File: src/rtl/core/ftpc_pkg.sv
// Shared types, constants and match functions for the FTP data payload classifier.
// Used by every module under rtl/core; depends on nothing else.
package ftpc_pkg;

  localparam int HEAD_BYTES  = 10;
  localparam int COUNT_WIDTH = 16;
  localparam int CFG_WIDTH   = 16;
  localparam int CMP_WIDTH   = (COUNT_WIDTH > CFG_WIDTH) ? COUNT_WIDTH : CFG_WIDTH;

  localparam int WORD_LEN = 6;
  localparam int PROG_W   = $clog2(WORD_LEN);

  localparam int NUM_SIGS    = 36;
  localparam int QUEUE_DEPTH = 2;
  localparam int QPTR_W      = (QUEUE_DEPTH > 1) ? $clog2(QUEUE_DEPTH) : 1;
  localparam int QCNT_W      = $clog2(QUEUE_DEPTH + 1);

  localparam int REG_ADDR_W  = 2;
  localparam int PADDR_W     = REG_ADDR_W + 2;
  localparam int PDATA_W     = 32;

  localparam logic [REG_ADDR_W-1:0] REG_DATA_PORT   = 2'd0;
  localparam logic [REG_ADDR_W-1:0] REG_MAGIC_MIN   = 2'd1;
  localparam logic [REG_ADDR_W-1:0] REG_LISTING_MIN = 2'd2;

  localparam logic [CFG_WIDTH-1:0] RST_DATA_PORT   = 16'd20;
  localparam logic [CFG_WIDTH-1:0] RST_MAGIC_MIN   = 16'd256;
  localparam logic [CFG_WIDTH-1:0] RST_LISTING_MIN = 16'd11;

  localparam logic [7:0] CH_DASH = 8'h2D;
  localparam logic [7:0] CH_D    = 8'h64;
  localparam logic [7:0] CH_R    = 8'h72;
  localparam logic [7:0] CH_W    = 8'h77;
  localparam logic [7:0] CH_X    = 8'h78;

  localparam logic [31:0] XML_LEAD = 32'h3C3F786D;

  typedef logic [HEAD_BYTES-1:0][7:0] head_t;
  typedef logic [COUNT_WIDTH-1:0]     count_t;

  typedef struct packed {
    logic [CFG_WIDTH-1:0] data_port;
    logic [CFG_WIDTH-1:0] magic_min_length;
    logic [CFG_WIDTH-1:0] listing_min_length;
  } cfg_t;

  typedef struct packed {
    logic flow_start;
    logic magic_hit;
    logic listing_hit;
    logic port_hit;
  } pkt_rec_t;

  typedef enum logic [1:0] {
    REASON_NONE    = 2'd0,
    REASON_MAGIC   = 2'd1,
    REASON_LISTING = 2'd2,
    REASON_PORT    = 2'd3
  } reason_t;

  localparam logic [31:0] SIG_WORD [NUM_SIGS] = '{
    32'h52494646, 32'h4F676753, 32'h52617221, 32'h47494638,
    32'h25504446, 32'h3C68746D, 32'h3C21444F, 32'h664C6143,
    32'h577A5061, 32'h54415045, 32'h213C6172, 32'h53504649,
    32'h41424946, 32'h2E74656D, 32'h2E697465, 32'h2E6C6566,
    32'h504B0304, 32'h000001BA, 32'h1A45DFA3, 32'hFFD80000,
    32'h89504E47, 32'h0A3C2144, 32'h377ABCAF, 32'h1F8B0800,
    32'h3C3F7068, 32'h49443303, 32'hFFFB90C0, 32'hEDABEEDB,
    32'h464C5601, 32'hD0CF11E0, 32'h3C254020, 32'h3C212D2D,
    32'h425A6839, 32'h3C636600, 32'h3C436600, 32'h3C697120
  };

  localparam logic [31:0] SIG_MASK [NUM_SIGS] = '{
    32'hFFFFFFFF, 32'hFFFFFFFF, 32'hFFFFFFFF, 32'hFFFFFFFF,
    32'hFFFFFFFF, 32'hFFFFFFFF, 32'hFFFFFFFF, 32'hFFFFFFFF,
    32'hFFFFFFFF, 32'hFFFFFFFF, 32'hFFFFFFFF, 32'hFFFFFFFF,
    32'hFFFFFFFF, 32'hFFFFFFFF, 32'hFFFFFFFF, 32'hFFFFFFFF,
    32'hFFFFFFFF, 32'hFFFFFFFF, 32'hFFFFFFFF, 32'hFFFF0000,
    32'hFFFFFFFF, 32'hFFFFFFFF, 32'hFFFFFFFF, 32'hFFFFFF00,
    32'hFFFFFFFF, 32'hFFFFFFFF, 32'hFFFFFFFF, 32'hFFFFFFFF,
    32'hFFFFFFFF, 32'hFFFFFFFF, 32'hFFFFFFFF, 32'hFFFFFFFF,
    32'hFFFFFFFF, 32'hFFFFFF00, 32'hFFFFFF00, 32'hFFFFFFFF
  };

  function automatic logic [7:0] word_char(logic [PROG_W-1:0] p);
    logic [7:0] c;
    case (p)
      3'd0:    c = 8'h6A;
      3'd1:    c = 8'h61;
      3'd2:    c = 8'h62;
      3'd3:    c = 8'h62;
      3'd4:    c = 8'h65;
      3'd5:    c = 8'h72;
      default: c = 8'h00;
    endcase
    return c;
  endfunction

  function automatic logic magic_sig_hit(logic [31:0] lead);
    logic hit;
    hit = 1'b0;
    for (int i = 0; i < NUM_SIGS; i++) begin
      if ((lead & SIG_MASK[i]) == SIG_WORD[i]) begin
        hit = 1'b1;
      end
    end
    return hit;
  endfunction

  function automatic logic listing_hit(head_t h);
    logic ok;
    ok = (h[0] == CH_DASH) || (h[0] == CH_D);
    for (int t = 0; t < 3; t++) begin
      ok = ok & (h[1 + 3*t] inside {CH_DASH, CH_R})
              & (h[2 + 3*t] inside {CH_DASH, CH_W})
              & (h[3 + 3*t] inside {CH_DASH, CH_X});
    end
    return ok;
  endfunction

endpackage

File: src/rtl/core/ftpc_front.sv
// Front end: takes payload beats, keeps head bytes, length and word matcher state,
// and on the last beat emits a packet record of test hits. Depends on ftpc_pkg.
module ftpc_front import ftpc_pkg::*; (
  input  logic                 clk,
  input  logic                 rst_n,
  input  logic                 accept,
  input  logic [7:0]           payload_byte,
  input  logic                 last_byte,
  input  logic                 is_tcp,
  input  logic [15:0]          source_port,
  input  logic [15:0]          dest_port,
  input  logic                 flow_start,
  input  cfg_t                 cfg,
  output logic                 rec_valid,
  output pkt_rec_t             rec
);

  head_t             head_r, head_nxt;
  count_t            count_r, count_nxt;
  logic [PROG_W-1:0] prog_r, prog_nxt;
  logic              word_seen_r, word_seen_nxt;
  logic              zero_seen_r, zero_seen_nxt;
  logic [31:0]       lead;
  logic              magic_len_ok;
  logic              listing_len_ok;

  always_comb begin
    head_nxt = head_r;
    for (int i = 0; i < HEAD_BYTES; i++) begin
      if (count_r == COUNT_WIDTH'(i)) begin
        head_nxt[i] = payload_byte;
      end
    end
    count_nxt = (&count_r) ? count_r : count_r + 1'b1;

    zero_seen_nxt = zero_seen_r | (payload_byte == 8'h00);
    word_seen_nxt = word_seen_r;
    prog_nxt      = prog_r;
    if (!zero_seen_nxt && !word_seen_r) begin
      if (payload_byte == word_char(prog_r)) begin
        if (prog_r == PROG_W'(WORD_LEN - 1)) begin
          word_seen_nxt = 1'b1;
          prog_nxt      = '0;
        end else begin
          prog_nxt = prog_r + 1'b1;
        end
      end else if (payload_byte == word_char('0)) begin
        prog_nxt = PROG_W'(1);
      end else begin
        prog_nxt = '0;
      end
    end

    lead           = {head_nxt[0], head_nxt[1], head_nxt[2], head_nxt[3]};
    magic_len_ok   = CMP_WIDTH'(count_nxt) >= CMP_WIDTH'(cfg.magic_min_length);
    listing_len_ok = CMP_WIDTH'(count_nxt) >= CMP_WIDTH'(cfg.listing_min_length);

    rec.flow_start  = flow_start;
    rec.magic_hit   = magic_len_ok &&
                      (magic_sig_hit(lead) || ((lead == XML_LEAD) && !word_seen_nxt));
    rec.listing_hit = listing_len_ok && listing_hit(head_nxt);
    rec.port_hit    = is_tcp &&
                      ((source_port == cfg.data_port) || (dest_port == cfg.data_port));
    rec_valid       = accept && last_byte;
  end

  always_ff @(posedge clk) begin
    if (!rst_n) begin
      head_r      <= '0;
      count_r     <= '0;
      prog_r      <= '0;
      word_seen_r <= 1'b0;
      zero_seen_r <= 1'b0;
    end else if (accept) begin
      if (last_byte) begin
        head_r      <= '0;
        count_r     <= '0;
        prog_r      <= '0;
        word_seen_r <= 1'b0;
        zero_seen_r <= 1'b0;
      end else begin
        head_r      <= head_nxt;
        count_r     <= count_nxt;
        prog_r      <= prog_nxt;
        word_seen_r <= word_seen_nxt;
        zero_seen_r <= zero_seen_nxt;
      end
    end
  end

endmodule

File: src/rtl/core/ftpc_queue.sv
// Short record queue between the front end and the verdict stage.
// Depends on ftpc_pkg for the record type and depth.
module ftpc_queue import ftpc_pkg::*; (
  input  logic     clk,
  input  logic     rst_n,
  input  logic     push,
  input  pkt_rec_t push_data,
  output logic     full,
  input  logic     pop,
  output logic     not_empty,
  output pkt_rec_t pop_data
);

  pkt_rec_t          mem_r [QUEUE_DEPTH];
  logic [QPTR_W-1:0] wr_ptr_r, wr_ptr_nxt;
  logic [QPTR_W-1:0] rd_ptr_r, rd_ptr_nxt;
  logic [QCNT_W-1:0] cnt_r, cnt_nxt;
  logic              do_push;
  logic              do_pop;

  assign full      = (cnt_r == QCNT_W'(QUEUE_DEPTH));
  assign not_empty = (cnt_r != '0);
  assign pop_data  = mem_r[rd_ptr_r];
  assign do_push   = push && !full;
  assign do_pop    = pop && not_empty;

  always_comb begin
    wr_ptr_nxt = wr_ptr_r;
    rd_ptr_nxt = rd_ptr_r;
    cnt_nxt    = cnt_r;
    if (do_push) begin
      wr_ptr_nxt = (wr_ptr_r == QPTR_W'(QUEUE_DEPTH - 1)) ? '0 : wr_ptr_r + 1'b1;
    end
    if (do_pop) begin
      rd_ptr_nxt = (rd_ptr_r == QPTR_W'(QUEUE_DEPTH - 1)) ? '0 : rd_ptr_r + 1'b1;
    end
    if (do_push && !do_pop) begin
      cnt_nxt = cnt_r + 1'b1;
    end else if (do_pop && !do_push) begin
      cnt_nxt = cnt_r - 1'b1;
    end
  end

  always_ff @(posedge clk) begin
    if (do_push) begin
      mem_r[wr_ptr_r] <= push_data;
    end
  end

  always_ff @(posedge clk) begin
    if (!rst_n) begin
      wr_ptr_r <= '0;
      rd_ptr_r <= '0;
      cnt_r    <= '0;
    end else begin
      wr_ptr_r <= wr_ptr_nxt;
      rd_ptr_r <= rd_ptr_nxt;
      cnt_r    <= cnt_nxt;
    end
  end

endmodule

File: src/rtl/core/ftpc_back.sv
// Verdict stage: ranks the tests of one packet record and holds the result beat.
// Depends on ftpc_pkg for the record and reason types.
module ftpc_back import ftpc_pkg::*; (
  input  logic     clk,
  input  logic     rst_n,
  input  logic     q_valid,
  input  pkt_rec_t q_rec,
  output logic     q_pop,
  input  logic     out_pop,
  output logic     out_valid,
  output logic     out_detected,
  output reason_t  out_reason
);

  logic    out_valid_r, out_valid_nxt;
  logic    detected_r;
  reason_t reason_r;
  reason_t reason_nxt;
  logic    take;

  assign take = q_valid && (!out_valid_r || out_pop);
  assign q_pop = take;

  always_comb begin
    reason_nxt = REASON_NONE;
    if (q_rec.flow_start) begin
      if (q_rec.magic_hit) begin
        reason_nxt = REASON_MAGIC;
      end else if (q_rec.listing_hit) begin
        reason_nxt = REASON_LISTING;
      end else if (q_rec.port_hit) begin
        reason_nxt = REASON_PORT;
      end
    end
    if (take) begin
      out_valid_nxt = 1'b1;
    end else if (out_pop) begin
      out_valid_nxt = 1'b0;
    end else begin
      out_valid_nxt = out_valid_r;
    end
  end

  always_ff @(posedge clk) begin
    if (!rst_n) begin
      out_valid_r <= 1'b0;
    end else begin
      out_valid_r <= out_valid_nxt;
    end
  end

  always_ff @(posedge clk) begin
    if (take) begin
      reason_r   <= reason_nxt;
      detected_r <= (reason_nxt != REASON_NONE);
    end
  end

  assign out_valid    = out_valid_r;
  assign out_detected = detected_r;
  assign out_reason   = reason_r;

endmodule

File: src/rtl/core/ftp_data_payload_classifier.sv
// FTP data payload classifier: one payload byte per push beat, one verdict beat per packet
// on its last byte; takes a byte every cycle while full is low; the verdict passes from the
// front end into the record queue, then the verdict register; full rises only when three
// verdicts wait (two records in the queue and one held result beat).
// Verdict ranks file magic, then listing line, then known data port, gated by flow start.
// Depends on ftpc_pkg, ftpc_front, ftpc_queue and ftpc_back; holds the APB config registers.
module ftp_data_payload_classifier import ftpc_pkg::*; (
  input  logic                 clk,
  input  logic                 rst_n,
  input  logic                 push,
  output logic                 full,
  input  logic [7:0]           in_payload_byte,
  input  logic                 in_last_byte,
  input  logic                 in_is_tcp,
  input  logic [15:0]          in_source_port,
  input  logic [15:0]          in_dest_port,
  input  logic                 in_flow_start,
  output logic                 empty,
  input  logic                 pop,
  output logic                 out_detected,
  output logic [1:0]           out_reason,
  input  logic                 psel,
  input  logic                 penable,
  input  logic                 pwrite,
  input  logic [PADDR_W-1:0]   paddr,
  input  logic [PDATA_W-1:0]   pwdata,
  output logic [PDATA_W-1:0]   prdata,
  output logic                 pready
);

  cfg_t                  cfg_r, cfg_nxt;
  logic [REG_ADDR_W-1:0] reg_idx;
  logic                  cfg_wr;
  logic                  accept;
  logic                  rec_valid;
  pkt_rec_t              rec;
  logic                  q_full;
  logic                  q_valid;
  logic                  q_pop;
  pkt_rec_t              q_rec;
  logic                  out_valid;
  reason_t               reason;

  assign pready  = 1'b1;
  assign reg_idx = paddr[PADDR_W-1:2];
  assign cfg_wr  = psel && penable && pwrite && pready;

  always_comb begin
    cfg_nxt = cfg_r;
    if (cfg_wr) begin
      case (reg_idx)
        REG_DATA_PORT:   cfg_nxt.data_port          = pwdata[CFG_WIDTH-1:0];
        REG_MAGIC_MIN:   cfg_nxt.magic_min_length   = pwdata[CFG_WIDTH-1:0];
        REG_LISTING_MIN: cfg_nxt.listing_min_length = pwdata[CFG_WIDTH-1:0];
        default:         cfg_nxt = cfg_r;
      endcase
    end
    case (reg_idx)
      REG_DATA_PORT:   prdata = PDATA_W'(cfg_r.data_port);
      REG_MAGIC_MIN:   prdata = PDATA_W'(cfg_r.magic_min_length);
      REG_LISTING_MIN: prdata = PDATA_W'(cfg_r.listing_min_length);
      default:         prdata = '0;
    endcase
  end

  always_ff @(posedge clk) begin
    if (!rst_n) begin
      cfg_r.data_port          <= RST_DATA_PORT;
      cfg_r.magic_min_length   <= RST_MAGIC_MIN;
      cfg_r.listing_min_length <= RST_LISTING_MIN;
    end else begin
      cfg_r <= cfg_nxt;
    end
  end

  assign full   = q_full;
  assign accept = push && !q_full;

  ftpc_front u_front (
    .clk          (clk),
    .rst_n        (rst_n),
    .accept       (accept),
    .payload_byte (in_payload_byte),
    .last_byte    (in_last_byte),
    .is_tcp       (in_is_tcp),
    .source_port  (in_source_port),
    .dest_port    (in_dest_port),
    .flow_start   (in_flow_start),
    .cfg          (cfg_r),
    .rec_valid    (rec_valid),
    .rec          (rec)
  );

  ftpc_queue u_queue (
    .clk       (clk),
    .rst_n     (rst_n),
    .push      (rec_valid),
    .push_data (rec),
    .full      (q_full),
    .pop       (q_pop),
    .not_empty (q_valid),
    .pop_data  (q_rec)
  );

  ftpc_back u_back (
    .clk          (clk),
    .rst_n        (rst_n),
    .q_valid      (q_valid),
    .q_rec        (q_rec),
    .q_pop        (q_pop),
    .out_pop      (pop),
    .out_valid    (out_valid),
    .out_detected (out_detected),
    .out_reason   (reason)
  );

  assign empty      = !out_valid;
  assign out_reason = reason;

endmodule
File: config.mk
export PLATFORM = sky130hd
export DESIGN_NAME = ftp_data_payload_classifier
export DESIGN_NICKNAME = d
export VERILOG_FILES = /design/src/rtl/core/ftpc_pkg.sv /design/src/rtl/core/ftpc_front.sv /design/src/rtl/core/ftpc_queue.sv /design/src/rtl/core/ftpc_back.sv /design/src/rtl/core/ftp_data_payload_classifier.sv
export SDC_FILE = /design/constraint.sdc
export NUM_CORES = 1
export LEC_CHECK = 0
export BUFFER_PORTS_ARGS = -buffer_cell sky130_fd_sc_hd__clkbuf_2
export CAP_MARGIN = 20
export CORE_MARGIN = 2
export CORE_UTILIZATION = 54
export CTS_BUF_LIST = sky130_fd_sc_hd__clkbuf_16
export DETAILED_ROUTE_END_ITERATION = 12
export PLACE_DENSITY = 0.7
export SLEW_MARGIN = 20
export SYNTH_ARGS = -nofsm -noshare
export SYNTH_HDL_FRONTEND = slang
export SYNTH_SLANG_ARGS = --single-unit
File: constraint.sdc
create_clock -name clk -period 7.47 [get_ports clk]
set_input_delay 0.747 -clock clk [delete_from_list [all_inputs] [get_ports clk]]
set_output_delay 0.747 -clock clk [all_outputs]
set_load 0.01 [all_outputs]
* Word-level counts from Yosys, hierarchy flattened
Memories as Yosys holds them, arrays and structs flattened. A register that Yosys moved wholly into a read port is not among the register bits.
Cells that the tools add are included.
** Word-level totals
- Bits in read-only memories :: 0
- Latch bits :: 0
- Bits in registers :: 157
- Memory bits (writable) :: 8
- Memories :: 1
** Memories
- u_queue.mem_r :: depth 2, bits a word 4, rd ports 1, clocked after memory_dff 1, write ports 1, RTL line ftpc_queue.sv:14 : pkt_rec_t mem_r [QUEUE_DEPTH];
** Operators by class
- Eq/ne operators :: 78
- Multiply operators :: 0
- Shifts and indexed selects :: 0
- Reduce and logical (&&, ||, !) cells :: 49
- $lt $le $gt $ge :: 2
- Bitwise gates (word level) :: 10
- Multiplexer cells :: 76
- Div/mod/pow operators :: 0
- Add/sub/neg operators :: 6
** Operators with widths (number)
- $eq A32 B30 Y1 const B :: 13
- $eq A32 B31 Y1 const B :: 13
- $eq A32 B32 Y1 const B :: 4
- $eq A8 B7 Y1 const B :: 11
- $mux W8 :: 11
- $eq A8 B6 Y1 const B :: 10
- $mux W80 :: 1
- $eq A16 B3 Y1 const B :: 4
- $mux W1 :: 50
- $eq A24 B22 Y1 const B :: 2
- $pmux W16 S3 :: 1
- $pmux W7 S5 :: 1
- $eq A16 B16 Y1 :: 2
- $eq A16 B2 Y1 const B :: 2
- $eq A16 B4 Y1 const B :: 2
- $eq A32 B28 Y1 const B :: 1
- $eq A32 B29 Y1 const B :: 1
- $eq A32 B9 Y1 const B :: 1
- $ge A16 B16 Y1 :: 2
- $mux W16 :: 2
- $reduce_bool A2 Y1 :: 14
- $eq A24 B21 Y1 const B :: 1
- $add A16 B1 Y16 const B :: 1
- $eq A16 B1 Y1 const B :: 1
- 25 further kinds :: 70

* Longest topological paths before layout
- Depth after elaboration :: 41
- Gate-level depth with buffers :: 16
- Depth with buffers taken out :: 15

* Cells and area by module
Synthesis repeated with hierarchy kept, for this count alone.
** Second synthesis, totals
- Cell total of the unflattened synthesis :: 1555
- Area total of the unflattened synthesis :: 12405.6 um^2
** Modules (own cells, without submodules)
- ftpc_front :: sequential area each 2021.9 um^2, cells each 1247, times used 1, area each 9360.2 um^2
- ftp_data_payload_classifier :: sequential area each 960.9 um^2, cells each 259, times used 1, area each 2359.8 um^2
- ftpc_queue :: sequential area each 340.3 um^2, cells each 37, times used 1, area each 521.8 um^2
- ftpc_back :: sequential area each 110.1 um^2, cells each 12, times used 1, area each 163.9 um^2

* Worst setup path before layout
Ideal clock, no wire load.
- Path type :: flip-flop to flip-flop
- From :: reg u_front.count_r[4]
- To :: mem u_queue.mem_r[0][2] in the netlist's numbering, data pin
- Library setup time :: 0.285 ns
- Stages on the path, launching flop included :: 17
- Path buffers :: 1
- Clock period less this slack :: 3.443 ns
- Path slack :: 4.027 ns
- Arrival time :: 3.158 ns
- Path through :: dfxtp_1 buf_2 and4_1 nand4_1 nor2_1 nand4_1 xnor2_1 ha_1 nand2b_1 a21o_1 a21o_1 a21o_1 a21o_1 a21o_1 a211oi_1 or4_1 a32oi_1
** RTL lines
- start, declared :: RTL line ftpc_front.sv:19 : count_t count_r, count_nxt;
- start signal, assigned :: RTL line ftpc_front.sv:83 : count_r <= count_nxt;
- end, declared :: RTL line ftpc_queue.sv:14

==> metrics <==
Setup crit start u_front.count_r[4]; slowest stage cell, crit path and4_1; Worst Hold Path EP cfg_r[26]; Post-Syn Instances 1,558; Initial Utilization about 55%; Worst EP required around 7600 ps; Reg2Reg Setup Slack 2660 ps; reg-to-reg startpoint u_front.count_r[4]; crit start category flop; Worst-path clk slew about 70 ps; CP Cell Sequence nor4_2, and4_1, nor3_1, o21ai_0, o22ai_1, a22oi_1, o2111ai_1, a2111oi_0, a32oi_1; fin crit share 64.4%; WL/cell around 24 um; Die Span Y 154 um; CP Capture Type flop; end of the worst register-to-register path u_queue.mem_r[1][2]; Pleak 4.92 nW; die width about 150 um; Slew @ Worst Pin approximately 1200 ps; final hold viol count 0; CTS H-tree depth 4; setup violators final 0; EDFF count, synth 11; Post-Syn Area 12,200 sq um; power per cell area between 150 and 200 nW/um^2; RePlAce Congestion between 1 and 1.5; Final Cell Area ~13,000 sq um; Crit path largest cell delay between 900 and 1000 ps; Hold Path Class flop to flop; Yosys reg bits ~170; R2R cell count 9; DP Area 12,600 sq um; hold buffers post-CTS 0; storage element area about 3400 sq um; drt total wl roughly 45,000 um; Pins Over Slew Limit 0; GRT Total Usage between 30% and 40%; core area between 20,000 and 25,000 sq um; Syn Area/Cell ~8 sq um; n_diodes 0; prevailing post-synth register cell dfxtp_1; CP bufs+invs 0; Critical Path AT ~5000 ps; Via density about 6.7; Post-CTS Resized 0; Max VDD drop around 140 uV; I/O pin cnt about 120; initial antenna violation count 0; final critical-path required period 4810 ps; max_cap viols 0; synth warn 0; Vias ~13,000; CP Max Fanout 19; status finished clean; Commonest cells post-synth 213 x nand2_1, 155 x dfxtp_1, 118 x nor2b_1; first-pass GRT wire length 68,500 um; TritonCTS buffer count 17; HPWL after detailed placement between 30,000 and 40,000 um; Filler Cell Count 1,920; delay-heaviest family, CP compound AO/OA/AOI/OAI gates; Min-Delay Path Depth 2; hold_sp cfg_r[26]; WS Path Type flop to flop; CTS root buf clkbuf_16; largest net degree at the start of global routing 140; Slew headroom roughly a fifth; Area Growth Syn to Fin 8.64%; TritonRoute pass-1 iters 7; vias in the first global route 11,800; DIE AREA between 20,000 and 25,000 sq um; Sum Neg Setup Slack 0 ps; f_max roughly 0.21 GHz; sequential element share of the synthesized area 28.3%; Skew-Pair Late Insertion Delay roughly 440 ps; Longest Clk Path Bufs 2; Multi-input gate area ~8000 sq um; DR iter-0 viols 1,405; Worst Clk Skew about 17 ps; Antenna Nets Post-Route 0; RSZ-0062 raised after global routing no; standard-cell row count between 50 and 60; ranking of synthesized cells by area dfxtp_1 26%, nand2_1 6.6%, nor2b_1 6.1%; area fraction of the dominant cell type after synthesis around a quarter; ys async rst share 0%; TritonCTS clock tree built; drt drc 0; clk sink count between 150 and 200; layout cell share with drive strength beyond 1 approximately 11%; worst hold slack between 400 and 500 ps; area leader, netlist dfxtp_1; Layout Nets 1,702; grt total ovfl 0; setup repair bufs after CTS 0; Netlist cell types 75; most common cell in the netlist nand2_1; IO buf count between 80 and 90
## power breakdown
group          switching (mW)  internal, mW  leakage (nW)
sequential             0.0263         0.928          1.36
combinational           0.286         0.135          3.26
clock                   0.421         0.537         0.302
total                   0.733          1.60          4.92
## layout by cell type (no fill, tap or decap), types with 6 or more instances in the layout
cell type,count
a31oi_1,18
nand4_1,39
mux2i_1,66
xor2_1,39
a21oi_1,37
or3_1,8
and3_1,14
and4_1,8
nor2_1,91
a21boi_0,51
o22ai_1,7
nor4bb_1,6
nor2b_1,118
conb_1,17
nand4b_1,10
clkbuf_16,17
buf_4,15
a21o_1,21
clkbuf_2,87
nand3b_1,8
o21ai_0,60
nor4_1,17
ha_1,38
mux2_2,28
nor3b_1,10
dfxtp_1,155
edfxtp_1,11
a22oi_1,83
a32oi_1,9
nand2_1,213
inv_1,58
nor3_1,30
xnor2_1,10
nand3_1,39
o211ai_1,9
nand2b_1,20
and2_1,23
## metal layers
metal  wire length (um)  up-vias  track usage, %
met5                  0        -               0
met4               1900        0            14.9
met3               4680      145            8.00
met2              19900      758            57.9
met1              18700     6041            50.4
li1                   -     5603               -
## area by class of cell
type / instances / area share [%]
sequential: 166 / 26.0
clock inverter: 15 / 1.49
clock buffer: 17 / 3.22
tap: 280 / 2.65
inverter: 57 / 1.62
multi-input combinational: 1233 / 60.8
timing repair buffer: 103 / 4.24
## worst max-delay path by stage
stage | slack (ps) | depth (start not counted) | endpoint
CTS | 2770 | 9 | u_queue.mem_r[1][2]
finish | 2660 | 9 | u_queue.mem_r[1][2]
global route | 2370 | 9 | u_queue.mem_r[0][2]
global placement | 2800 | 9 | u_queue.mem_r[0][2]
floorplan | 4030 | 16 | u_queue.mem_r[0][2]
detailed placement | 2800 | 9 | u_queue.mem_r[0][2]
## metrics by stage
stage | util (%) | setup slack [ps] | power, mW | std cells
after floorplan | - | 4030 | 1.24 | 1573
after global placement | 57.2 | 2800 | 1.37 | 1839
after detailed placement | 57.2 | 2800 | 1.38 | 1839
after CTS | 60.1 | 2770 | 2.32 | 1871
after global routing | 60.1 | 2370 | 2.39 | 1871
final | 60.1 | 2660 | 2.33 | 1871
## flip-flops by register name, indices dropped and copies added (netlist names), named ones only
register             flops
u_back.out_reason        2
u_front.head_r          80
u_front.prog_r           3
u_queue.wr_ptr_r         1
u_back.out_detected      1
u_queue.cnt_r            2
u_back.out_valid         1
u_front.word_seen_r      1
cfg_r                   48
u_queue.mem_r            8
u_front.zero_seen_r      1
u_front.count_r         16
u_queue.rd_ptr_r         1
## cells by family (layout without fill, tap and decap cells)
group | after synthesis | in the layout | share of synthesized area (%)
AO/OA/AOI/OAI | 346 | 346 | 19.6
adder cells (fa/ha/maj) | 38 | 38 | 3.91
buffers and inverters | 174 | 192 | 6.28
multiplexers | 96 | 96 | 8.22
flip-flops | 166 | 166 | 28.3
other | 2 | 17 | 0.0618
AND/OR/NAND/NOR | 687 | 687 | 30.1
XOR/XNOR | 49 | 49 | 3.53
## worst register-to-register path, stage by stage (launching register included)
cell       delay, ps
dfxtp_1          390
nor4_2           940
and4_1           950
nor3_1           160
o21ai_0          530
o22ai_1          220
a22oi_1          300
o2111ai_1        140
a2111oi_0        660
a32oi_1          220
Note: power is estimated with default switching activity, not from simulation.
